--- config.mk ---
export PLATFORM = sky130hd
export DESIGN_NAME = rgb_to_hsv_converter
export DESIGN_NICKNAME = d
export VERILOG_FILES = /design/src/rtl/r2h_pkg.sv /design/src/rtl/r2h_front.sv /design/src/rtl/r2h_div_stage.sv /design/src/rtl/rgb_to_hsv_converter.sv
export SDC_FILE = /design/constraint.sdc
export NUM_CORES = 1
export LEC_CHECK = 0
export ABC_AREA = 0
export ABC_CLOCK_PERIOD_IN_PS = 8400
export BUFFER_PORTS_ARGS = -buffer_cell sky130_fd_sc_hd__buf_4
export CORE_MARGIN = 2
export CORE_UTILIZATION = 40
export DETAILED_ROUTE_END_ITERATION = 10
export SLEW_MARGIN = 0
export SYNTH_ARGS = -nofsm -noshare
export SYNTH_HDL_FRONTEND = slang
export SYNTH_HIERARCHICAL = 1
export SYNTH_SLANG_ARGS = --single-unit
--- constraint.sdc ---
create_clock -name i_clk -period 8.4 [get_ports i_clk]
set_input_delay 0.84 -clock i_clk [delete_from_list [all_inputs] [get_ports i_clk]]
set_output_delay 0.84 -clock i_clk [all_outputs]
set_load 0.01 [all_outputs]
--- src/rtl/r2h_pkg.sv ---
// ----------------------------------------------------------------------------
// r2h_pkg
// Shared types, widths and divider step functions for the RGB to HSV converter.
// ----------------------------------------------------------------------------
package r2h_pkg;

    localparam int CH_W           = 8;
    localparam int HUE_DIV_W      = 11;
    localparam int SAT_DIV_W      = 8;
    localparam int FRAC_W         = 16;
    localparam int BITS_PER_STAGE = 2;
    localparam int DIV_STAGES     = FRAC_W / BITS_PER_STAGE;
    localparam int IN_TDATA_W     = 24;
    localparam int OUT_TDATA_W    = 40;

    typedef enum logic [2:0] {
        SEC_RED   = 3'b001,
        SEC_GREEN = 3'b010,
        SEC_BLUE  = 3'b100
    } t_sector;

    typedef struct packed {
        logic [HUE_DIV_W-1:0] hue_rem;
        logic [HUE_DIV_W-1:0] hue_div;
        logic [FRAC_W-1:0]    hue_quo;
        logic [SAT_DIV_W-1:0] sat_rem;
        logic [SAT_DIV_W-1:0] sat_div;
        logic [FRAC_W-1:0]    sat_quo;
        logic [CH_W-1:0]      brightness;
    } t_div_data;

    // One restoring step of the fractional hue division: {quotient bit, remainder}.
    function automatic logic [HUE_DIV_W:0] hue_step(input logic [HUE_DIV_W-1:0] rem,
                                                    input logic [HUE_DIV_W-1:0] div);
        logic [HUE_DIV_W:0] t;
        logic [HUE_DIV_W:0] s;
        t = {rem, 1'b0};
        s = t - {1'b0, div};
        if (t >= {1'b0, div}) begin
            hue_step = {1'b1, s[HUE_DIV_W-1:0]};
        end else begin
            hue_step = {1'b0, rem[HUE_DIV_W-2:0], 1'b0};
        end
    endfunction

    // One restoring step of the saturation division. A remainder equal to the
    // divisor stays there and gives a one in every step.
    function automatic logic [SAT_DIV_W:0] sat_step(input logic [SAT_DIV_W-1:0] rem,
                                                    input logic [SAT_DIV_W-1:0] div);
        logic [SAT_DIV_W:0] t;
        logic [SAT_DIV_W:0] s;
        t = {rem, 1'b0};
        s = t - {1'b0, div};
        if (t >= {1'b0, div}) begin
            sat_step = {1'b1, s[SAT_DIV_W-1:0]};
        end else begin
            sat_step = {1'b0, t[SAT_DIV_W-1:0]};
        end
    endfunction

endpackage

--- src/rtl/r2h_front.sv ---
// ----------------------------------------------------------------------------
// r2h_front
// Two pipeline stages: channel ordering, then spread, hue numerator and divisors.
// ----------------------------------------------------------------------------
module r2h_front (
    input  logic                         i_clk,
    input  logic                         i_rst_n,
    input  logic                         i_valid,
    output logic                         o_ready,
    input  logic [r2h_pkg::CH_W-1:0]     i_red,
    input  logic [r2h_pkg::CH_W-1:0]     i_green,
    input  logic [r2h_pkg::CH_W-1:0]     i_blue,
    output logic                         o_valid,
    input  logic                         i_ready,
    output r2h_pkg::t_div_data           o_data
);
    import r2h_pkg::*;

    // Stage A registers
    logic            r_a_valid;
    logic [CH_W-1:0] r_a_red, r_a_green, r_a_blue, r_a_max, r_a_min;
    t_sector         r_a_sector;
    logic [CH_W-1:0] n_a_max, n_a_min;
    t_sector         n_a_sector;
    logic            a_ready;

    // Stage B registers
    logic            r_b_valid;
    t_div_data       r_b_data;
    t_div_data       n_b_data;
    logic            b_ready;

    logic [CH_W-1:0]      spread;
    logic [HUE_DIV_W-1:0] den;
    logic [HUE_DIV_W:0]   num_raw;
    logic [HUE_DIV_W:0]   num_wrap;

    assign b_ready = !r_b_valid || i_ready;
    assign a_ready = !r_a_valid || b_ready;
    assign o_ready = a_ready;
    assign o_valid = r_b_valid;
    assign o_data  = r_b_data;

    // The first largest channel in red, green, blue order picks the sector.
    always_comb begin
        if (i_red >= i_green && i_red >= i_blue) begin
            n_a_sector = SEC_RED;
            n_a_max    = i_red;
        end else if (i_green >= i_blue) begin
            n_a_sector = SEC_GREEN;
            n_a_max    = i_green;
        end else begin
            n_a_sector = SEC_BLUE;
            n_a_max    = i_blue;
        end
        if (i_red <= i_green && i_red <= i_blue) begin
            n_a_min = i_red;
        end else if (i_green <= i_blue) begin
            n_a_min = i_green;
        end else begin
            n_a_min = i_blue;
        end
    end

    always_comb begin
        spread = r_a_max - r_a_min;
        den    = {1'b0, spread, 2'b00} + {2'b00, spread, 1'b0};
        case (r_a_sector)
            SEC_RED: begin
                num_raw = {4'b0, r_a_green} - {4'b0, r_a_blue};
            end
            SEC_GREEN: begin
                num_raw = {3'b0, spread, 1'b0} + {4'b0, r_a_blue} - {4'b0, r_a_red};
            end
            SEC_BLUE: begin
                num_raw = {2'b0, spread, 2'b0} + {4'b0, r_a_red} - {4'b0, r_a_green};
            end
            default: begin
                num_raw = '0;
            end
        endcase
        // A negative numerator wraps by a full turn.
        num_wrap = num_raw[HUE_DIV_W] ? (num_raw + {1'b0, den}) : num_raw;

        n_b_data            = '0;
        n_b_data.brightness = r_a_max;
        if (spread == '0) begin
            // Grey pixel: zero numerators over a unit divisor give zero quotients.
            n_b_data.hue_div = HUE_DIV_W'(1);
            n_b_data.sat_div = SAT_DIV_W'(1);
        end else begin
            n_b_data.hue_rem = num_wrap[HUE_DIV_W-1:0];
            n_b_data.hue_div = den;
            n_b_data.sat_rem = spread;
            n_b_data.sat_div = r_a_max;
        end
    end

    always_ff @(posedge i_clk) begin
        if (!i_rst_n) begin
            r_a_valid <= 1'b0;
            r_b_valid <= 1'b0;
        end else begin
            if (a_ready) begin
                r_a_valid <= i_valid;
            end
            if (b_ready) begin
                r_b_valid <= r_a_valid;
            end
        end
    end

    always_ff @(posedge i_clk) begin
        if (a_ready && i_valid) begin
            r_a_red    <= i_red;
            r_a_green  <= i_green;
            r_a_blue   <= i_blue;
            r_a_max    <= n_a_max;
            r_a_min    <= n_a_min;
            r_a_sector <= n_a_sector;
        end
        if (b_ready && r_a_valid) begin
            r_b_data <= n_b_data;
        end
    end

endmodule

--- src/rtl/r2h_div_stage.sv ---
// ----------------------------------------------------------------------------
// r2h_div_stage
// One divider pipeline stage: two quotient bits for both hue and saturation.
// ----------------------------------------------------------------------------
module r2h_div_stage (
    input  logic               i_clk,
    input  logic               i_rst_n,
    input  logic               i_valid,
    output logic               o_ready,
    input  r2h_pkg::t_div_data i_data,
    output logic               o_valid,
    input  logic               i_ready,
    output r2h_pkg::t_div_data o_data
);
    import r2h_pkg::*;

    logic       r_valid;
    t_div_data  r_data;
    t_div_data  n_data;
    logic [HUE_DIV_W:0] hue_s1, hue_s2;
    logic [SAT_DIV_W:0] sat_s1, sat_s2;

    assign o_ready = !r_valid || i_ready;
    assign o_valid = r_valid;
    assign o_data  = r_data;

    always_comb begin
        hue_s1 = hue_step(i_data.hue_rem, i_data.hue_div);
        hue_s2 = hue_step(hue_s1[HUE_DIV_W-1:0], i_data.hue_div);
        sat_s1 = sat_step(i_data.sat_rem, i_data.sat_div);
        sat_s2 = sat_step(sat_s1[SAT_DIV_W-1:0], i_data.sat_div);

        n_data         = i_data;
        n_data.hue_rem = hue_s2[HUE_DIV_W-1:0];
        n_data.hue_quo = {i_data.hue_quo[FRAC_W-3:0], hue_s1[HUE_DIV_W], hue_s2[HUE_DIV_W]};
        n_data.sat_rem = sat_s2[SAT_DIV_W-1:0];
        n_data.sat_quo = {i_data.sat_quo[FRAC_W-3:0], sat_s1[SAT_DIV_W], sat_s2[SAT_DIV_W]};
    end

    always_ff @(posedge i_clk) begin
        if (!i_rst_n) begin
            r_valid <= 1'b0;
        end else if (o_ready) begin
            r_valid <= i_valid;
        end
    end

    always_ff @(posedge i_clk) begin
        if (o_ready && i_valid) begin
            r_data <= n_data;
        end
    end

endmodule

--- src/rtl/rgb_to_hsv_converter.sv ---
// ----------------------------------------------------------------------------
// rgb_to_hsv_converter
// Pipelined RGB to HSV pixel converter with stream handshakes on both sides.
// ----------------------------------------------------------------------------
// Pixels arrive on the slave stream: s_axis_tdata carries red, green and blue
// bytes, red in the lowest bits. Each accepted transfer yields exactly one
// result transfer on the master stream, carrying hue and saturation as 16-bit
// fractions of one (truncated) and the value (largest channel) as a byte.
// An accepted input transfer passes through two front stages, which order the
// channels and form the hue numerator and the divisors, then eight divider
// stages that produce two quotient bits each for both divisions in parallel.
// Throughput is one pixel per cycle while the receiver does not stall, set by
// the fully pipelined divider.
// Every stage holds its own valid bit and takes new data whenever it is empty
// or its successor moves, so bubbles close up. When the receiver stalls, the
// stages fill and s_axis_tready falls only once every stage holds a pixel;
// nothing is dropped or repeated. Synchronous active-low reset empties the
// pipeline; data registers are not cleared.
// ----------------------------------------------------------------------------
module rgb_to_hsv_converter (
    input  logic                              i_clk,
    input  logic                              i_rst_n,
    input  logic                              s_axis_tvalid,
    output logic                              s_axis_tready,
    // Fields from bit 0: red[7:0], green[15:8], blue[23:16].
    input  logic [r2h_pkg::IN_TDATA_W-1:0]    s_axis_tdata,
    output logic                              m_axis_tvalid,
    input  logic                              m_axis_tready,
    // Fields from bit 0: hue[15:0], saturation[31:16], brightness[39:32].
    output logic [r2h_pkg::OUT_TDATA_W-1:0]   m_axis_tdata
);
    import r2h_pkg::*;

    // Handshake chain between the front end and the divider stages; index 0
    // is the front end's output, the last index is the master stream.
    logic [DIV_STAGES:0] stage_valid;
    logic [DIV_STAGES:0] stage_ready;
    t_div_data           stage_data [DIV_STAGES+1];

    r2h_front u_front (
        .i_clk   (i_clk),
        .i_rst_n (i_rst_n),
        .i_valid (s_axis_tvalid),
        .o_ready (s_axis_tready),
        .i_red   (s_axis_tdata[7:0]),
        .i_green (s_axis_tdata[15:8]),
        .i_blue  (s_axis_tdata[23:16]),
        .o_valid (stage_valid[0]),
        .i_ready (stage_ready[0]),
        .o_data  (stage_data[0])
    );

    for (genvar gi = 0; gi < DIV_STAGES; gi++) begin : g_div
        r2h_div_stage u_stage (
            .i_clk   (i_clk),
            .i_rst_n (i_rst_n),
            .i_valid (stage_valid[gi]),
            .o_ready (stage_ready[gi]),
            .i_data  (stage_data[gi]),
            .o_valid (stage_valid[gi+1]),
            .i_ready (stage_ready[gi+1]),
            .o_data  (stage_data[gi+1])
        );
    end

    // The last divider stage's register is the output register.
    assign stage_ready[DIV_STAGES] = m_axis_tready;
    assign m_axis_tvalid = stage_valid[DIV_STAGES];
    assign m_axis_tdata  = {stage_data[DIV_STAGES].brightness,
                            stage_data[DIV_STAGES].sat_quo,
                            stage_data[DIV_STAGES].hue_quo};

    // Input back-pressure only arises from a stalled, occupied output.
    a_tready_stall: assert property (@(posedge i_clk) disable iff (!i_rst_n)
        !s_axis_tready |-> (m_axis_tvalid && !m_axis_tready))
        else $error("input stalled while output is free");

    // A black pixel is grey: hue and saturation must both be zero.
    a_black_zero: assert property (@(posedge i_clk) disable iff (!i_rst_n)
        (m_axis_tvalid && m_axis_tdata[39:32] == 8'd0) |->
        (m_axis_tdata[15:0] == 16'd0 && m_axis_tdata[31:16] == 16'd0))
        else $error("black pixel with non-zero hue or saturation");

    // Non-zero saturation is at least 1/255; zero saturation means grey, so zero hue.
    a_sat_range: assert property (@(posedge i_clk) disable iff (!i_rst_n)
        m_axis_tvalid |-> ((m_axis_tdata[31:16] == 16'd0 && m_axis_tdata[15:0] == 16'd0) ||
                           m_axis_tdata[31:16] >= 16'd257))
        else $error("saturation out of range or grey pixel with hue");

endmodule

==> After elaboration in Yosys (flattened, before gate mapping) <==
Cells that the tools add are included.
{ "classes": {"shifts": 0, "order_cmp": 38, "div_mod_pow": 0, "bitwise": 0, "reduce_logical": 33, "mux": 39, "add_sub_neg": 40, "mul": 0, "n_eq_ne": 3} }
{ "op_table": {"columns": ["op", "count"], "rows": [
  ["$ge 12x11->1", 16],
  ["$mux 12", 16],
  ["$sub 11x11->11", 16],
  ["$ge 9x8->1", 16],
  ["$mux 9", 16],
  ["$sub 8x8->8", 17],
  ["$pmux 12 s3", 1],
  ["$mux 8", 4],
  ["$ge 8x8->1", 3],
  ["$le 8x8->1", 3],
  ["$sub 12x8->12", 2],
  ["$logic_and 1x1->1", 12],
  ["$add 10x8->11", 1],
  ["$add 10x9->11", 1],
  ["$add 11x11->11", 1],
  ["$mux 11", 1],
  ["$add 9x8->10", 1],
  ["$logic_not 1->1", 10],
  ["$logic_or 1x1->1", 10],
  ["$sub 8x8->9", 1],
  ["$logic_not 8->1", 1],
  ["$eq 3x1->1 const B", 1],
  ["$eq 3x2->1 const B", 1],
  ["$eq 3x3->1 const B", 1],
  ["$mux 3", 1]
]} }
{ "totals": {"out_inout_bits": 42, "elab_cells": 240, "romBits": 0, "latchBits": 0, "ramBits": 0, "memories": 0, "register_bits": 573} }

==> Logic depth before layout (Yosys ltp) <==
{ "logic_depth": {"ltp_word": 12, "depth_mapped": 26} }

==> Hierarchy <==
The synthesis kept the hierarchy.
{ "by_module_without_submodules": {"columns": ["mod", "cells_each", "instances", "area_per_inst_um2"], "rows": [
  ["r2h_div_stage at g_div[2].u_stage ...", 385, 4, 4659.5],
  ["r2h_div_stage at g_div[0].u_stage ...", 378, 3, 4626.9],
  ["r2h_front", 666, 1, 7068.0],
  ["r2h_div_stage at g_div[4].u_stage", 379, 1, 4626.9]
]} }

==> Least setup slack after synthesis <==
No wires, ideal clock.
{ "synth_path": {"path_type": "flip-flop to flip-flop", "from": "reg u_front.r_a_max[0]", "to": "reg u_front.r_b_data (netlist bit u_front/o_data[77]) (data pin)", "t_arrival_ns": 4.623, "synth_period_minus_slack_ns": 4.882, "required_ns": 8.140, "n_path_buf": 0, "stages_incl_launch_ff": 25, "path_slack_ns": 3.518, "path_cell_list": "edfxtp_1 -> inv_1 -> ha_1 -> inv_1 -> fa_1 -> a21o_1 -> a21oi_1 -> o21bai_1 -> a21oi_1 -> xor2_1 -> fa_1 -> inv_1 -> ha_1 -> a21oi_1 -> o21ai_0 -> a21oi_1 -> xnor2_1 -> nor3_1 -> or3_1 -> ha_1 -> nand4_1 -> o21ai_0 -> xor2_1 -> o211a_1 -> nor3_1"} }
{ "synth_via": {"elab_chain_cells": 6} }
{ "synth_rtl": {"columns": ["item", "line_no", "rtl"], "rows": [
  ["start, declared", "r2h_front.sv:21", "logic [CH_W-1:0] r_a_red, r_a_green, r_a_blue, r_a_max, r_a_min;"],
  ["start signal, assigned", "r2h_front.sv:118", "r_a_max <= n_a_max;"],
  ["$sub 8x8->8 (*)", "r2h_front.sv:66", "spread = r_a_max - r_a_min;"],
  ["$add 10x8->11 or $add 9x8->10 (tied branches)", "r2h_front.sv:76, r2h_front.sv:73", null],
  ["$sub 12x8->12 (on tied branches)", "r2h_front.sv:76, r2h_front.sv:73", null],
  ["$pmux 12 s3", "r2h_front.sv:68", "case (r_a_sector)"],
  ["$add 11x11->11", "r2h_front.sv:83", "num_wrap = num_raw[HUE_DIV_W] ? (num_raw + {1'b0, den}) : num_raw;"],
  ["$mux 11", "r2h_front.sv:83", null],
  ["end signal, assigned", "r2h_front.sv:123", "r_b_data <= n_b_data;"],
  ["end, declared", "r2h_front.sv:29", "t_div_data r_b_data;"]
]} }
Every way passes the cells marked *; elsewhere a longest branch is shown, timed or not.
A chain may end at the register's enable or synchronous reset.

==> Worst setup path after layout <==
Ends and elaborated chain as after synthesis.

==> impl_metrics.json <==
{
  "critPathCaptureType": "flop",
  "cts.clk_slew.worst_paths_ns": 0.06,
  "worstPathArrival_ns": 6.05,
  "maxCapViolations": 0,
  "fmax_mhz": 178,
  "numCtsBuffers": 69,
  "critPathMaxFanout": 6,
  "switching_share": 0.320,
  "power.switching_mw": 3.11,
  "critPathKind": "flop to flop",
  "postCtsHoldBufs": 0,
  "power.density_nw_per_um2": 225,
  "clockRootBuffer": "clkbuf_16",
  "cpPeakStageDelay_ns": 0.51,
  "drive_above_1_share": 0.142,
  "routed_wl_um": 83900,
  "diodes": 0,
  "h-tree-depth": 3,
  "dr.first_iter.drc_count": 1494,
  "row_count": 114,
  "firstDrtPassIters": 5,
  "drcViolationCount": 0,
  "synth.net_count": 3893,
  "peakVddDrop_uv": 180,
  "syn_area_per_cell_um2": 11.2,
  "antenna_found_initial": 0,
  "finalCriticalPeriod_ns": 5.60,
  "vias": 26003,
  "power_leakage_nw": 16.8,
  "vias_per_cell": 5.31,
  "syn_area_um2": 38900,
  "fillCellCount": 9100,
  "die-area_um2": 99700,
  "grtUsageTotal": 0.170,
  "place_area_um2": 40800,
  "hp-class": "flop to flop",
  "maxSlewViolCount": 0,
  "num_io_pins": 70,
  "drt-wirelength-per-cell_um": 17.1,
  "yosys_warnings": 6,
  "grt_max_degree": 63,
  "dp_hpwl_um": 65200,
  "status": "finished clean",
  "required_ns": 8.84,
  "skew_ns": 0.0237,
  "insertion_delay_ns": 0.63,
  "finalWeightedCongestion": 0.897,
  "gr-total-overflow": 0,
  "dp_slack_ns": 2.89,
  "worst_slew_pin_slew_ns": 1.15,
  "setup_viol": 0,
  "portBuffers": 69,
  "utilization": 0.446,
  "p_comb_frac": 0.345,
  "start_util": 0.403,
  "die_height_um": 316,
  "startpoint_type": "flop",
  "tns_ns": 0,
  "stdcell_area_um2": 43000,
  "area_growth_pct": 10.8,
  "postCtsResizedCells": 0,
  "seq_power_share": 0.350,
  "power.internal_mw": 6.60,
  "fin_crit_sh": 0.667,
  "ant_nets": 0,
  "cts_setup_buffers": 0,
  "syn_inst": 3459,
  "layout_commonest_cell": "edfxtp_1",
  "critPathSlowestCell": "fa_1",
  "grt_pass1_wl_um": 136000,
  "grt_pass1_vias": 25751,
  "maxSlewHeadroom": 0.230,
  "finalNetCount": 3999,
  "timing.critical_path.mode_cell": "a21oi_1",
  "cts_tree": "done",
  "die_w_um": 316,
  "ctsLongestPathBuffers": 3,
  "cts.sinks": 572,
  "worst_slack_ns": 2.80,
  "mostFrequentLayoutCells": "562 x edfxtp_1, 385 x inv_1, 371 x ha_1",
  "rsz0062_at_grt": "false",
  "fp.coreArea_um2": 96400,
  "hold_violations": 0,
  "pwr-share-clk": 0.305
}
routing by layer:
| layer | wire (um) | up-vias | track usage |
|---|---|---|---|
| li1 | - | 13128 | - |
| met1 | 39000 | 12369 | 0.223 |
| met2 | 40500 | 373 | 0.292 |
| met3 | 2270 | 133 | 0.0214 |
| met4 | 2200 | 0 | 0.0516 |
| met5 | 0 | - | 0 |
power by group through the flow:
stage / clock network, mW / registers (mW) / logic (mW)
finish: 2.96 / 3.39 / 3.34
global route: 3.17 / 3.40 / 3.73
detailed placement: 0 / 3.45 / 3.31
global placement: 0 / 3.45 / 3.28
CTS: 3.05 / 3.39 / 3.33
floorplan: 0 / 3.41 / 2.70
through the flow:
stage	hold slack [ns]	total power [mW]	instances
detailed placement	0.405	6.76	4770
floorplan	0.400	6.11	3459
global placement	0.401	6.74	4770
CTS	0.370	9.77	4895
finish	0.404	9.70	4895
global route	0.377	10.3	4895
sequential cells by signal, summed over array words and instances, names as in the netlist:
signal                 cells
u_front/o_valid            1
u_front/r_a_max            8
u_front/r_a_blue           8
u_front/r_a_green          8
u_front/r_a_valid          1
g_div.u_stage/o_valid      8
u_front/o_data            45
u_front/r_a_sector         3
u_front/r_a_min            8
u_front/r_a_red            8
g_div.u_stage/o_data     474
final cells by class:
class	instances	area, um^2	area share
Timing Repair Buffer	81	608	0.0141
Sequential cell	572	17100	0.397
Clock inverter	43	454	0.0106
Multi-Input combinational cell	2455	20000	0.466
Inverter	386	1450	0.0337
Tap cell	1276	1600	0.0371
Clock buffer	82	1820	0.0422
worst max-delay path: cells and delay by family, from the launching register on:
family	cells	cell delay, ns
AO/OA/AOI/OAI	13	2.08
flip-flops	1	0.39
adder cells (fa/ha/maj)	5	1.71
AND/OR/NAND/NOR	1	0.18
XOR/XNOR	3	0.75
buffers and inverters	4	0.32
path summary, 6_finish.rpt:
| check | start | to | slack [ns] | cells after the start |
|---|---|---|---|---|
| worst max-delay path | u_front/r_a_max[0] | u_front/o_data[77] | 2.80 | 26 |
| worst min-delay path | g_div[4].u_stage/o_data[14] | g_div[5].u_stage/o_data[16] | 0.40 | 0 |
| worst max register to register | u_front/r_a_max[0] | u_front/o_data[77] | 2.80 | 26 |
| worst min register to register | g_div[4].u_stage/o_data[14] | g_div[5].u_stage/o_data[16] | 0.40 | 0 |
Power figures use the tool's default switching activity.
